===== src/design/rdcp_pkg.sv =====
// Shared types and constants for the register dump command parser.
package rdcp_pkg;

  typedef struct packed {
    logic [7:0] data_byte;
    logic       last_byte;
  } in_word_t;

  typedef struct packed {
    logic [3:0]  action;
    logic [7:0]  reg_address;
    logic [7:0]  reg_value;
    logic [16:0] wait_ticks;
    logic        burst_end;
    logic [15:0] tick_resolution;
  } out_word_t;

  typedef enum logic [3:0] {
    ACT_WRITE     = 4'd0,
    ACT_BURST     = 4'd1,
    ACT_CHIP_SEL  = 4'd2,
    ACT_HW_RESET  = 4'd3,
    ACT_FLUSH     = 4'd4,
    ACT_WAIT      = 4'd5,
    ACT_HEADER_OK = 4'd6,
    ACT_BAD_MAGIC = 4'd7,
    ACT_BAD_HDR   = 4'd8,
    ACT_BAD_CMD   = 4'd9
  } action_e;

  // Classified result waiting for the back end; aux_hi/aux_lo carry the
  // wait count or the resolution before formatting.
  typedef struct packed {
    action_e    action;
    logic [7:0] reg_address;
    logic [7:0] reg_value;
    logic [7:0] aux_hi;
    logic [7:0] aux_lo;
    logic       burst_end;
  } qent_t;

  typedef struct packed {
    logic       full;
    logic       empty;
    logic [4:0] level;
  } qstat_t;

  localparam logic [7:0] CMD_NOP       = 8'h00;
  localparam logic [7:0] CMD_WRITE     = 8'h01;
  localparam logic [7:0] CMD_BURST     = 8'h02;
  localparam logic [7:0] CMD_CHIP_SEL  = 8'h80;
  localparam logic [7:0] CMD_HW_RESET  = 8'hf0;
  localparam logic [7:0] CMD_FLUSH     = 8'hf8;
  localparam logic [7:0] CMD_WAIT_A    = 8'hfd;
  localparam logic [7:0] CMD_WAIT_B    = 8'hfe;
  localparam logic [7:0] CMD_WAIT_ONE  = 8'hff;

  localparam logic [3:0] HDR_LAST      = 4'd15;
  localparam logic [3:0] HDR_PAD_FIRST = 4'd6;
  localparam logic [3:0] HDR_RES_LO    = 4'd8;
  localparam logic [3:0] HDR_RES_HI    = 4'd9;

  function automatic logic [7:0] magic_byte(input logic [2:0] idx);
    logic [7:0] b;
    case (idx)
      3'd0:    b = 8'h59;
      3'd1:    b = 8'h4D;
      3'd2:    b = 8'h46;
      3'd3:    b = 8'h38;
      3'd4:    b = 8'h32;
      3'd5:    b = 8'h35;
      default: b = 8'h00;
    endcase
    return b;
  endfunction

endpackage


===== src/design/rdcp_front.sv =====
// Front end: walks the header and command grammar one word at a time.
module rdcp_front (
  input  logic              clk_i,
  input  logic              rst_ni,
  input  logic              take_i,
  input  rdcp_pkg::in_word_t word_i,
  output logic              push_o,
  output rdcp_pkg::qent_t   entry_o
);
  import rdcp_pkg::*;

  typedef enum logic [9:0] {
    PH_HEAD    = 10'b00_0000_0001,
    PH_CMD     = 10'b00_0000_0010,
    PH_ADDR    = 10'b00_0000_0100,
    PH_WVAL    = 10'b00_0000_1000,
    PH_LEN_LO  = 10'b00_0001_0000,
    PH_LEN_HI  = 10'b00_0010_0000,
    PH_BURST   = 10'b00_0100_0000,
    PH_CHIP    = 10'b00_1000_0000,
    PH_WAIT_LO = 10'b01_0000_0000,
    PH_WAIT_HI = 10'b10_0000_0000
  } phase_e;

  phase_e      phase_q, phase_d;
  logic [3:0]  hpos_q, hpos_d;
  logic        halted_q, halted_d;
  logic        is_write_q, is_write_d;
  logic [7:0]  addr_q, addr_d;
  logic [7:0]  low_q, low_d;
  logic [15:0] remain_q, remain_d;

  logic [7:0]  d;
  logic        hit;
  qent_t       ent;

  assign d = word_i.data_byte;

  always_comb begin
    phase_d    = phase_q;
    hpos_d     = hpos_q;
    halted_d   = halted_q;
    is_write_d = is_write_q;
    addr_d     = addr_q;
    low_d      = low_q;
    remain_d   = remain_q;
    hit        = 1'b0;
    ent        = '{action: ACT_WRITE, reg_address: 8'h00, reg_value: 8'h00,
                   aux_hi: 8'h00, aux_lo: 8'h00, burst_end: 1'b0};

    if (!halted_q) begin
      case (phase_q)
        PH_HEAD: begin
          if (hpos_q < HDR_PAD_FIRST) begin
            if (d != magic_byte(hpos_q[2:0])) begin
              hit        = 1'b1;
              ent.action = ACT_BAD_MAGIC;
              halted_d   = 1'b1;
            end
          end else if (hpos_q < HDR_RES_LO) begin
            if (d != 8'h00) begin
              hit        = 1'b1;
              ent.action = ACT_BAD_HDR;
              halted_d   = 1'b1;
            end
          end else if (hpos_q == HDR_RES_LO) begin
            low_d = d;
          end else if (hpos_q == HDR_RES_HI) begin
            hit        = 1'b1;
            ent.action = ACT_HEADER_OK;
            ent.aux_lo = low_q;
            ent.aux_hi = d;
          end
          if (hpos_q == HDR_LAST) begin
            hpos_d  = 4'd0;
            phase_d = PH_CMD;
          end else begin
            hpos_d = hpos_q + 4'd1;
          end
        end
        PH_CMD: begin
          is_write_d = (d == CMD_WRITE);
          case (d)
            CMD_NOP: ;
            CMD_WRITE, CMD_BURST: phase_d = PH_ADDR;
            CMD_CHIP_SEL: phase_d = PH_CHIP;
            CMD_HW_RESET: begin
              hit        = 1'b1;
              ent.action = ACT_HW_RESET;
            end
            CMD_FLUSH: begin
              hit        = 1'b1;
              ent.action = ACT_FLUSH;
            end
            CMD_WAIT_A, CMD_WAIT_B: phase_d = PH_WAIT_LO;
            CMD_WAIT_ONE: begin
              hit        = 1'b1;
              ent.action = ACT_WAIT;
            end
            default: begin
              hit           = 1'b1;
              ent.action    = ACT_BAD_CMD;
              ent.reg_value = d;
              halted_d      = 1'b1;
            end
          endcase
        end
        PH_ADDR: begin
          addr_d  = d;
          phase_d = is_write_q ? PH_WVAL : PH_LEN_LO;
        end
        PH_WVAL: begin
          hit             = 1'b1;
          ent.action      = ACT_WRITE;
          ent.reg_address = addr_q;
          ent.reg_value   = d;
          phase_d         = PH_CMD;
        end
        PH_LEN_LO: begin
          low_d   = d;
          phase_d = PH_LEN_HI;
        end
        PH_LEN_HI: begin
          remain_d = {d, low_q};
          phase_d  = ({d, low_q} == 16'd0) ? PH_CMD : PH_BURST;
        end
        PH_BURST: begin
          hit             = 1'b1;
          ent.action      = ACT_BURST;
          ent.reg_address = addr_q;
          ent.reg_value   = d;
          ent.burst_end   = (remain_q == 16'd1);
          remain_d        = remain_q - 16'd1;
          if (remain_q == 16'd1) begin
            phase_d = PH_CMD;
          end
        end
        PH_CHIP: begin
          hit           = 1'b1;
          ent.action    = ACT_CHIP_SEL;
          ent.reg_value = d;
          phase_d       = PH_CMD;
        end
        PH_WAIT_LO: begin
          low_d   = d;
          phase_d = PH_WAIT_HI;
        end
        PH_WAIT_HI: begin
          hit        = 1'b1;
          ent.action = ACT_WAIT;
          ent.aux_lo = low_q;
          ent.aux_hi = d;
          phase_d    = PH_CMD;
        end
        default: phase_d = PH_CMD;
      endcase
    end

    // Drop any partial command or header on the final word.
    if (word_i.last_byte) begin
      phase_d  = PH_HEAD;
      hpos_d   = 4'd0;
      halted_d = 1'b0;
    end
  end

  always_ff @(posedge clk_i or negedge rst_ni) begin
    if (!rst_ni) begin
      phase_q    <= PH_HEAD;
      hpos_q     <= 4'd0;
      halted_q   <= 1'b0;
      is_write_q <= 1'b0;
      remain_q   <= 16'd0;
    end else if (take_i) begin
      phase_q    <= phase_d;
      hpos_q     <= hpos_d;
      halted_q   <= halted_d;
      is_write_q <= is_write_d;
      remain_q   <= remain_d;
    end
  end

  always_ff @(posedge clk_i) begin
    if (take_i) begin
      addr_q <= addr_d;
      low_q  <= low_d;
    end
  end

  assign push_o  = take_i && hit;
  assign entry_o = ent;

endmodule


===== src/design/rdcp_fifo.sv =====
// Short queue of classified results between front and back end.
module rdcp_fifo #(
  parameter int unsigned Depth = 2
) (
  input  logic            clk_i,
  input  logic            rst_ni,
  input  logic            push_i,
  input  rdcp_pkg::qent_t entry_i,
  input  logic            pop_i,
  output rdcp_pkg::qent_t entry_o,
  output rdcp_pkg::qstat_t stat_o
);
  import rdcp_pkg::*;

  localparam int unsigned PtrW = (Depth > 1) ? $clog2(Depth) : 1;
  localparam int unsigned CntW = $clog2(Depth + 1);
  localparam logic [PtrW-1:0] PtrLast = PtrW'(Depth - 1);
  localparam logic [CntW-1:0] CntFull = CntW'(Depth);

  qent_t           mem_q [Depth];
  logic [PtrW-1:0] wr_q, rd_q;
  logic [CntW-1:0] cnt_q;
  logic            do_push, do_pop;

  assign do_push = push_i && (cnt_q != CntFull);
  assign do_pop  = pop_i && (cnt_q != '0);

  always_ff @(posedge clk_i or negedge rst_ni) begin
    if (!rst_ni) begin
      wr_q  <= '0;
      rd_q  <= '0;
      cnt_q <= '0;
    end else begin
      if (do_push) begin
        wr_q <= (wr_q == PtrLast) ? '0 : wr_q + 1'b1;
      end
      if (do_pop) begin
        rd_q <= (rd_q == PtrLast) ? '0 : rd_q + 1'b1;
      end
      if (do_push && !do_pop) begin
        cnt_q <= cnt_q + 1'b1;
      end else if (do_pop && !do_push) begin
        cnt_q <= cnt_q - 1'b1;
      end
    end
  end

  always_ff @(posedge clk_i) begin
    if (do_push) begin
      mem_q[wr_q] <= entry_i;
    end
  end

  assign entry_o      = mem_q[rd_q];
  assign stat_o.full  = (cnt_q == CntFull);
  assign stat_o.empty = (cnt_q == '0);
  assign stat_o.level = 5'(cnt_q);

endmodule


===== src/design/rdcp_back.sv =====
// Back end: formats queued results into the output register.
module rdcp_back (
  input  logic               clk_i,
  input  logic               rst_ni,
  input  logic               avail_i,
  input  rdcp_pkg::qent_t    entry_i,
  output logic               pop_o,
  output logic               out_valid_o,
  input  logic               out_stall_i,
  output rdcp_pkg::out_word_t out_word_o
);
  import rdcp_pkg::*;

  logic      valid_q, valid_d;
  out_word_t word_q, word_d;

  // Refill the output register whenever it is empty or being taken.
  assign pop_o = avail_i && (!valid_q || !out_stall_i);

  always_comb begin
    word_d.action          = 4'(entry_i.action);
    word_d.reg_address     = entry_i.reg_address;
    word_d.reg_value       = entry_i.reg_value;
    word_d.burst_end       = entry_i.burst_end;
    word_d.wait_ticks      = 17'd0;
    word_d.tick_resolution = 16'd0;
    if (entry_i.action == ACT_WAIT) begin
      word_d.wait_ticks = {1'b0, entry_i.aux_hi, entry_i.aux_lo} + 17'd1;
    end
    if (entry_i.action == ACT_HEADER_OK) begin
      word_d.tick_resolution = {entry_i.aux_hi, entry_i.aux_lo};
    end
    valid_d = pop_o ? 1'b1 : (valid_q && out_stall_i);
  end

  always_ff @(posedge clk_i or negedge rst_ni) begin
    if (!rst_ni) begin
      valid_q <= 1'b0;
    end else begin
      valid_q <= valid_d;
    end
  end

  always_ff @(posedge clk_i) begin
    if (pop_o) begin
      word_q <= word_d;
    end
  end

  assign out_valid_o = valid_q;
  assign out_word_o  = word_q;

endmodule


===== src/design/register_dump_command_parser.sv =====
// Top level of the register dump command parser.
// Usage:
//   Input channel: one dump byte per word (data_byte, last_byte) on in_word_i,
//   taken at a clock edge where in_valid_i is high and in_stall_o is low.
//   The first sixteen words are the header; command words follow. Set
//   last_byte on the final word of a dump to return the parser to header start.
//   Output channel: at most one result word per input word on out_word_o,
//   taken where out_valid_o is high and out_stall_i is low.
// Timing:
//   One input word per cycle while in_stall_o is low. A result is written into
//   the result queue at the edge that takes its input word, then moved from the
//   queue into the output register that drives out_valid_o.
// Stalls:
//   While out_stall_i is high the output word holds and result words collect
//   in the queue; in_stall_o rises once the queue is full and holds every
//   input word, with or without a result, until the output word is taken.
// Reset:
//   rst_ni clears the parse state to header start, empties the queue and
//   drops out_valid_o. No result is lost or repeated across a stall.
module register_dump_command_parser #(
  parameter int unsigned QueueDepth = 2
) (
  input  logic                clk_i,
  input  logic                rst_ni,
  input  logic                in_valid_i,
  output logic                in_stall_o,
  input  rdcp_pkg::in_word_t  in_word_i,
  output logic                out_valid_o,
  input  logic                out_stall_i,
  output rdcp_pkg::out_word_t out_word_o
);
  import rdcp_pkg::*;

  logic   take;
  logic   push;
  logic   pop;
  qent_t  push_ent;
  qent_t  head_ent;
  qstat_t qstat;

  // Hold the input while the queue has no room for a possible result.
  assign in_stall_o = qstat.full;
  assign take       = in_valid_i && !qstat.full;

  rdcp_front u_front (
    .clk_i   (clk_i),
    .rst_ni  (rst_ni),
    .take_i  (take),
    .word_i  (in_word_i),
    .push_o  (push),
    .entry_o (push_ent)
  );

  rdcp_fifo #(
    .Depth (QueueDepth)
  ) u_fifo (
    .clk_i   (clk_i),
    .rst_ni  (rst_ni),
    .push_i  (push),
    .entry_i (push_ent),
    .pop_i   (pop),
    .entry_o (head_ent),
    .stat_o  (qstat)
  );

  rdcp_back u_back (
    .clk_i       (clk_i),
    .rst_ni      (rst_ni),
    .avail_i     (!qstat.empty),
    .entry_i     (head_ent),
    .pop_o       (pop),
    .out_valid_o (out_valid_o),
    .out_stall_i (out_stall_i),
    .out_word_o  (out_word_o)
  );

  // Queue never holds more than its depth.
  assert property (@(posedge clk_i) disable iff (!rst_ni)
    32'(qstat.level) <= QueueDepth)
    else $error("result queue overfilled");

  // A push into a full queue would lose a result.
  assert property (@(posedge clk_i) disable iff (!rst_ni)
    push |-> !qstat.full)
    else $error("push into full queue");

  // Burst end only flags a burst byte.
  assert property (@(posedge clk_i) disable iff (!rst_ni)
    (out_valid_o && out_word_o.burst_end) |-> (out_word_o.action == 4'(ACT_BURST)))
    else $error("burst end on non-burst result");

  // A wait always carries a nonzero tick count.
  assert property (@(posedge clk_i) disable iff (!rst_ni)
    (out_valid_o && out_word_o.action == 4'(ACT_WAIT)) |-> (out_word_o.wait_ticks != 17'd0))
    else $error("wait with zero ticks");

endmodule


===== config.mk =====
export PLATFORM = sky130hd
export DESIGN_NAME = register_dump_command_parser
export DESIGN_NICKNAME = d
export VERILOG_FILES = /design/src/design/rdcp_pkg.sv /design/src/design/rdcp_front.sv /design/src/design/rdcp_fifo.sv /design/src/design/rdcp_back.sv /design/src/design/register_dump_command_parser.sv
export SDC_FILE = /design/constraint.sdc
export NUM_CORES = 1
export LEC_CHECK = 0
export BUFFER_PORTS_ARGS = -buffer_cell sky130_fd_sc_hd__buf_2
export CORE_ASPECT_RATIO = 1.5
export CORE_MARGIN = 2
export CORE_UTILIZATION = 60
export CTS_CLUSTER_DIAMETER = 40
export CTS_CLUSTER_SIZE = 25
export DETAILED_ROUTE_END_ITERATION = 8
export PLACE_DENSITY = 0.89
export REMOVE_ABC_BUFFERS = 1
export SYNTH_ARGS = -nofsm -noshare
export SYNTH_HDL_FRONTEND = slang
export SYNTH_SLANG_ARGS = --single-unit

===== constraint.sdc =====
create_clock -name clk_i -period 4.6 [get_ports clk_i]
set_input_delay 0.23 -clock clk_i [delete_from_list [all_inputs] [get_ports clk_i]]
set_output_delay 0.23 -clock clk_i [all_outputs]
set_load 0.02 [all_outputs]

==> out/metrics.cfg <==
[outcome]
outcome=complete, no violations

[clock_tree]
cts.reportedPaths.clkPinSlew_ps=70
cts.sinks=181
clock_latency_ps=440
clk_path_buf_depth=2
htreeDepth=4
post-cts-setup-buffers=0
cts_tree=yes
clock-root-buffer=clkbuf_16
cts_buffers=17

[synth]
netlist_area_sq_um=8360
ys_types=68
ys_warn_count=0
syn_area_per_cell_sq_um=12.3
synth-seq-cells=181
synth_area_leaders=edfxtp_1, dfrtp_1, mux2_2
syn_inst=679
yosysSeqAreaShare=0.628
synth_top_area_cell=edfxtp_1
synthArstFlopShare=0.204
synth-edff-count=144
synth_top_area_share=0.517
yosys_most_used_dff=edfxtp_1

[placed_design]
place.gp.congestion=0.918
io_buffers=68
dpl_cell_area_sq_um=8810
place_hpwl_um=11800

[power_and_ir_drop]
p_seq_frac=0.442
leakagePower_nw=3.63
p_clk_frac=0.256
vdd_drop_max_v=0.000361
combPwrFrac=0.303
power.density_nw_per_um2=592
swShare=0.359
finalPower_w=0.00557
internal-power_w=0.00357
switchingPower_w=0.00200

[route]
drtIter0Drc=431
via_count=5721
drcViolationCount=0
post_drt_wl_per_cell_um=19.3
drtAntennaViolNets=0
viasPerCell=6.25
drt_wl_total_um=17700
drt_first_pass_iters=5

[global_route]
grt_usage=0.249
grt.busiest_layer=met2
grt_max_degree=55
use_met3=0.0526
grt_pass1_vias=5750
grt_util_met2=0.439
grt_first_pass_wirelength_um=28600
overflow=0
met1_usage=0.284
antenna_found_initial=0

[worst_setup_path]
cpLargestDelayFamily=simple AND/OR/NAND/NOR gates
cpPeakStageDelay_ps=560
cp_max_fo=21
worstPathRequired_ps=4720
slowest_stage=nor2b_4
endpoint_kind=register
crit_chain=nor4_2, and4b_1, or4b_1, nand2_1, nor2_1, a21oi_2, nor2b_4, buf_4
critPathBufInv=1
startpoint_type=register
crit_type=register to register
cp.arrival_ps=3560

[floorplanning]
die_y_um=149
core_sq_um=13500
num_io_pins=69
die_w_um=100
initial_core_util=0.618
row_count=52
fp.dieArea_sq_um=14900

[sta]
worst_slew_pin_slew_ps=1090
timing.final.crit_share=0.747
fin_crit_ps=3440
maxSlewViolCount=0
setup_viol=0
maxSlewHeadroom=0.275
max_freq_mhz=291
fin_tns_setup_ps=0
timing.hold.ws_ps=13.4
final-hold-violation-count=0
skew_ps=10.8
rsz0062_at_grt=false

[finish]
fillCellCount=908
syn_to_final_growth_pct=12.5
drive_above_1_share=0.197
design_area_sq_um=9400
diodes=0
nets=762
utilization=0.695

[worst_hold_path]
hp-class=input pin to register

[flow_run]
drv_cap=0

## synth_stat cells, drive strengths merged (13+ instances only)
| cell | number |
|---|---|
| nor2 | 66 |
| mux2i | 17 |
| inv | 16 |
| mux2 | 30 |
| o21ai | 30 |
| and2 | 36 |
| buf | 13 |
| nand2 | 43 |
| clkbuf | 19 |
| edfxtp | 144 |
| nor3 | 26 |
| a21oi | 31 |
| nand3 | 22 |
| xor2 | 15 |
| dfrtp | 36 |
## state kept, by name (all words and copies together), names as in the netlist
signal / count
u_front.remain_q: 16
u_front.hpos_q: 4
u_back.out_word_o: 54
u_fifo.wr_q: 1
u_fifo.mem_q: 74
u_front.is_write_q: 1
u_front.addr_q: 8
u_front.low_q: 8
u_front.halted_q: 1
u_back.out_valid_o: 1
u_fifo.cnt_q: 2
u_front.phase_q: 10
u_fifo.rd_q: 1
## worst reg2reg max path, cell delays in order, from the launching register on
cell and delay [ps]:
dfrtp_1 500, nor4_2 470, and4b_1 410, or4b_1 480
nand2_1 80, nor2_1 50, a21oi_2 210, nor2b_4 560
buf_4 370
## metal layers
layer  share of wire  vias up
met2            0.53      268
met1            0.37     2744
met4           0.037        0
li1                -     2647
met5               0        -
met3           0.059       62
## cell usage in the layout, fill, tap and decap left out, types with 4 or more instances in the layout
| cell type | count |
|---|---|
| edfxtp_1 | 144 |
| buf_2 | 68 |
| nor2_1 | 66 |
| nand2_1 | 43 |
| and2_1 | 36 |
| dfrtp_1 | 35 |
| o21ai_0 | 30 |
| mux2_2 | 30 |
| a21oi_1 | 29 |
| nor3_1 | 25 |
| nand3_1 | 22 |
| mux2i_1 | 17 |
| clkbuf_16 | 17 |
| inv_1 | 15 |
| xor2_1 | 15 |
| a31oi_1 | 11 |
| xnor2_1 | 10 |
| nor2b_1 | 9 |
| ha_1 | 9 |
| nor4_1 | 8 |
| inv_8 | 7 |
| nand2b_1 | 6 |
| nand4_1 | 6 |
| nand3b_1 | 6 |
| buf_4 | 5 |
| nor4b_1 | 4 |
| o211ai_1 | 4 |
| nand4b_1 | 4 |
| and3_1 | 4 |
## cell families (layout without fill, tap and decap cells)
logic type,Yosys count,in the layout,share of synthesized area
AND/OR/NAND/NOR,261,261,0.165
flip-flops,181,181,0.628
AO/OA/AOI/OAI,108,108,0.0828
buffers and inverters,48,122,0.0235
multiplexers,47,47,0.0608
XOR/XNOR,25,25,0.0262
adder cells (fa/ha/maj),9,9,0.0135
## stage by stage
stage	setup slack, ps	std cells
after detailed placement	1180	882
after floorplan	520	647
after global routing	936	915
final	1160	915
after CTS	1150	915
after global placement	1260	882
## power groups by stage
stage | Combinational (W) | Clock [W] | Sequential [W]
2_1_floorplan | 0.000910 | 0 | 0.00273
3_3_place_gp | 0.00162 | 0 | 0.00246
3_5_place_dp | 0.00167 | 0 | 0.00248
4_1_cts | 0.00168 | 0.00143 | 0.00246
5_1_grt | 0.00182 | 0.00149 | 0.00250
6_report | 0.00168 | 0.00142 | 0.00246
## final cells by class
class                           instances  area, sq um  area share
Clock buffer                           17          425      0.0452
Clock inverter                         15          158      0.0168
Inverter                               16         60.1     0.00639
Multi-Input combinational cell        450         2920       0.310
Sequential cell                       181         5250       0.559
Tap cell                              162          203      0.0216
Timing Repair Buffer                   74          388      0.0412
## worst paths after layout
| path | to | slack (ps) | depth (start not counted) | startpoint |
|---|---|---|---|---|
| setup / recovery | u_fifo.mem_q[0][0]$_DFFE_PP_ | 1160 | 8 | u_front.phase_q[5]$_DFFE_PN0P_ |
| setup reg to reg | u_fifo.mem_q[0][0]$_DFFE_PP_ | 1160 | 8 | u_front.phase_q[5]$_DFFE_PN0P_ |
| hold reg to reg | u_fifo.cnt_q[1]$_DFFE_PN0P_ | 530 | 1 | u_fifo.cnt_q[1]$_DFFE_PN0P_ |
| min in group asynchronous | u_front.hpos_q[1]$_DFFE_PN0P_ | 450 | 2 | rst_ni |
| hold / removal | u_back.out_valid_o$_DFF_PN0_ | 10 | 3 | out_stall_i |
| max in group asynchronous | u_fifo.rd_q$_DFFE_PN0P_ | 3500 | 2 | rst_ni |
## repair_timing
item	CTS	global route
gates resized for setup	0	0
endpoints found under the hold margin	36	0
hold buffers	1	0
(Power assumes the default switching activity.)
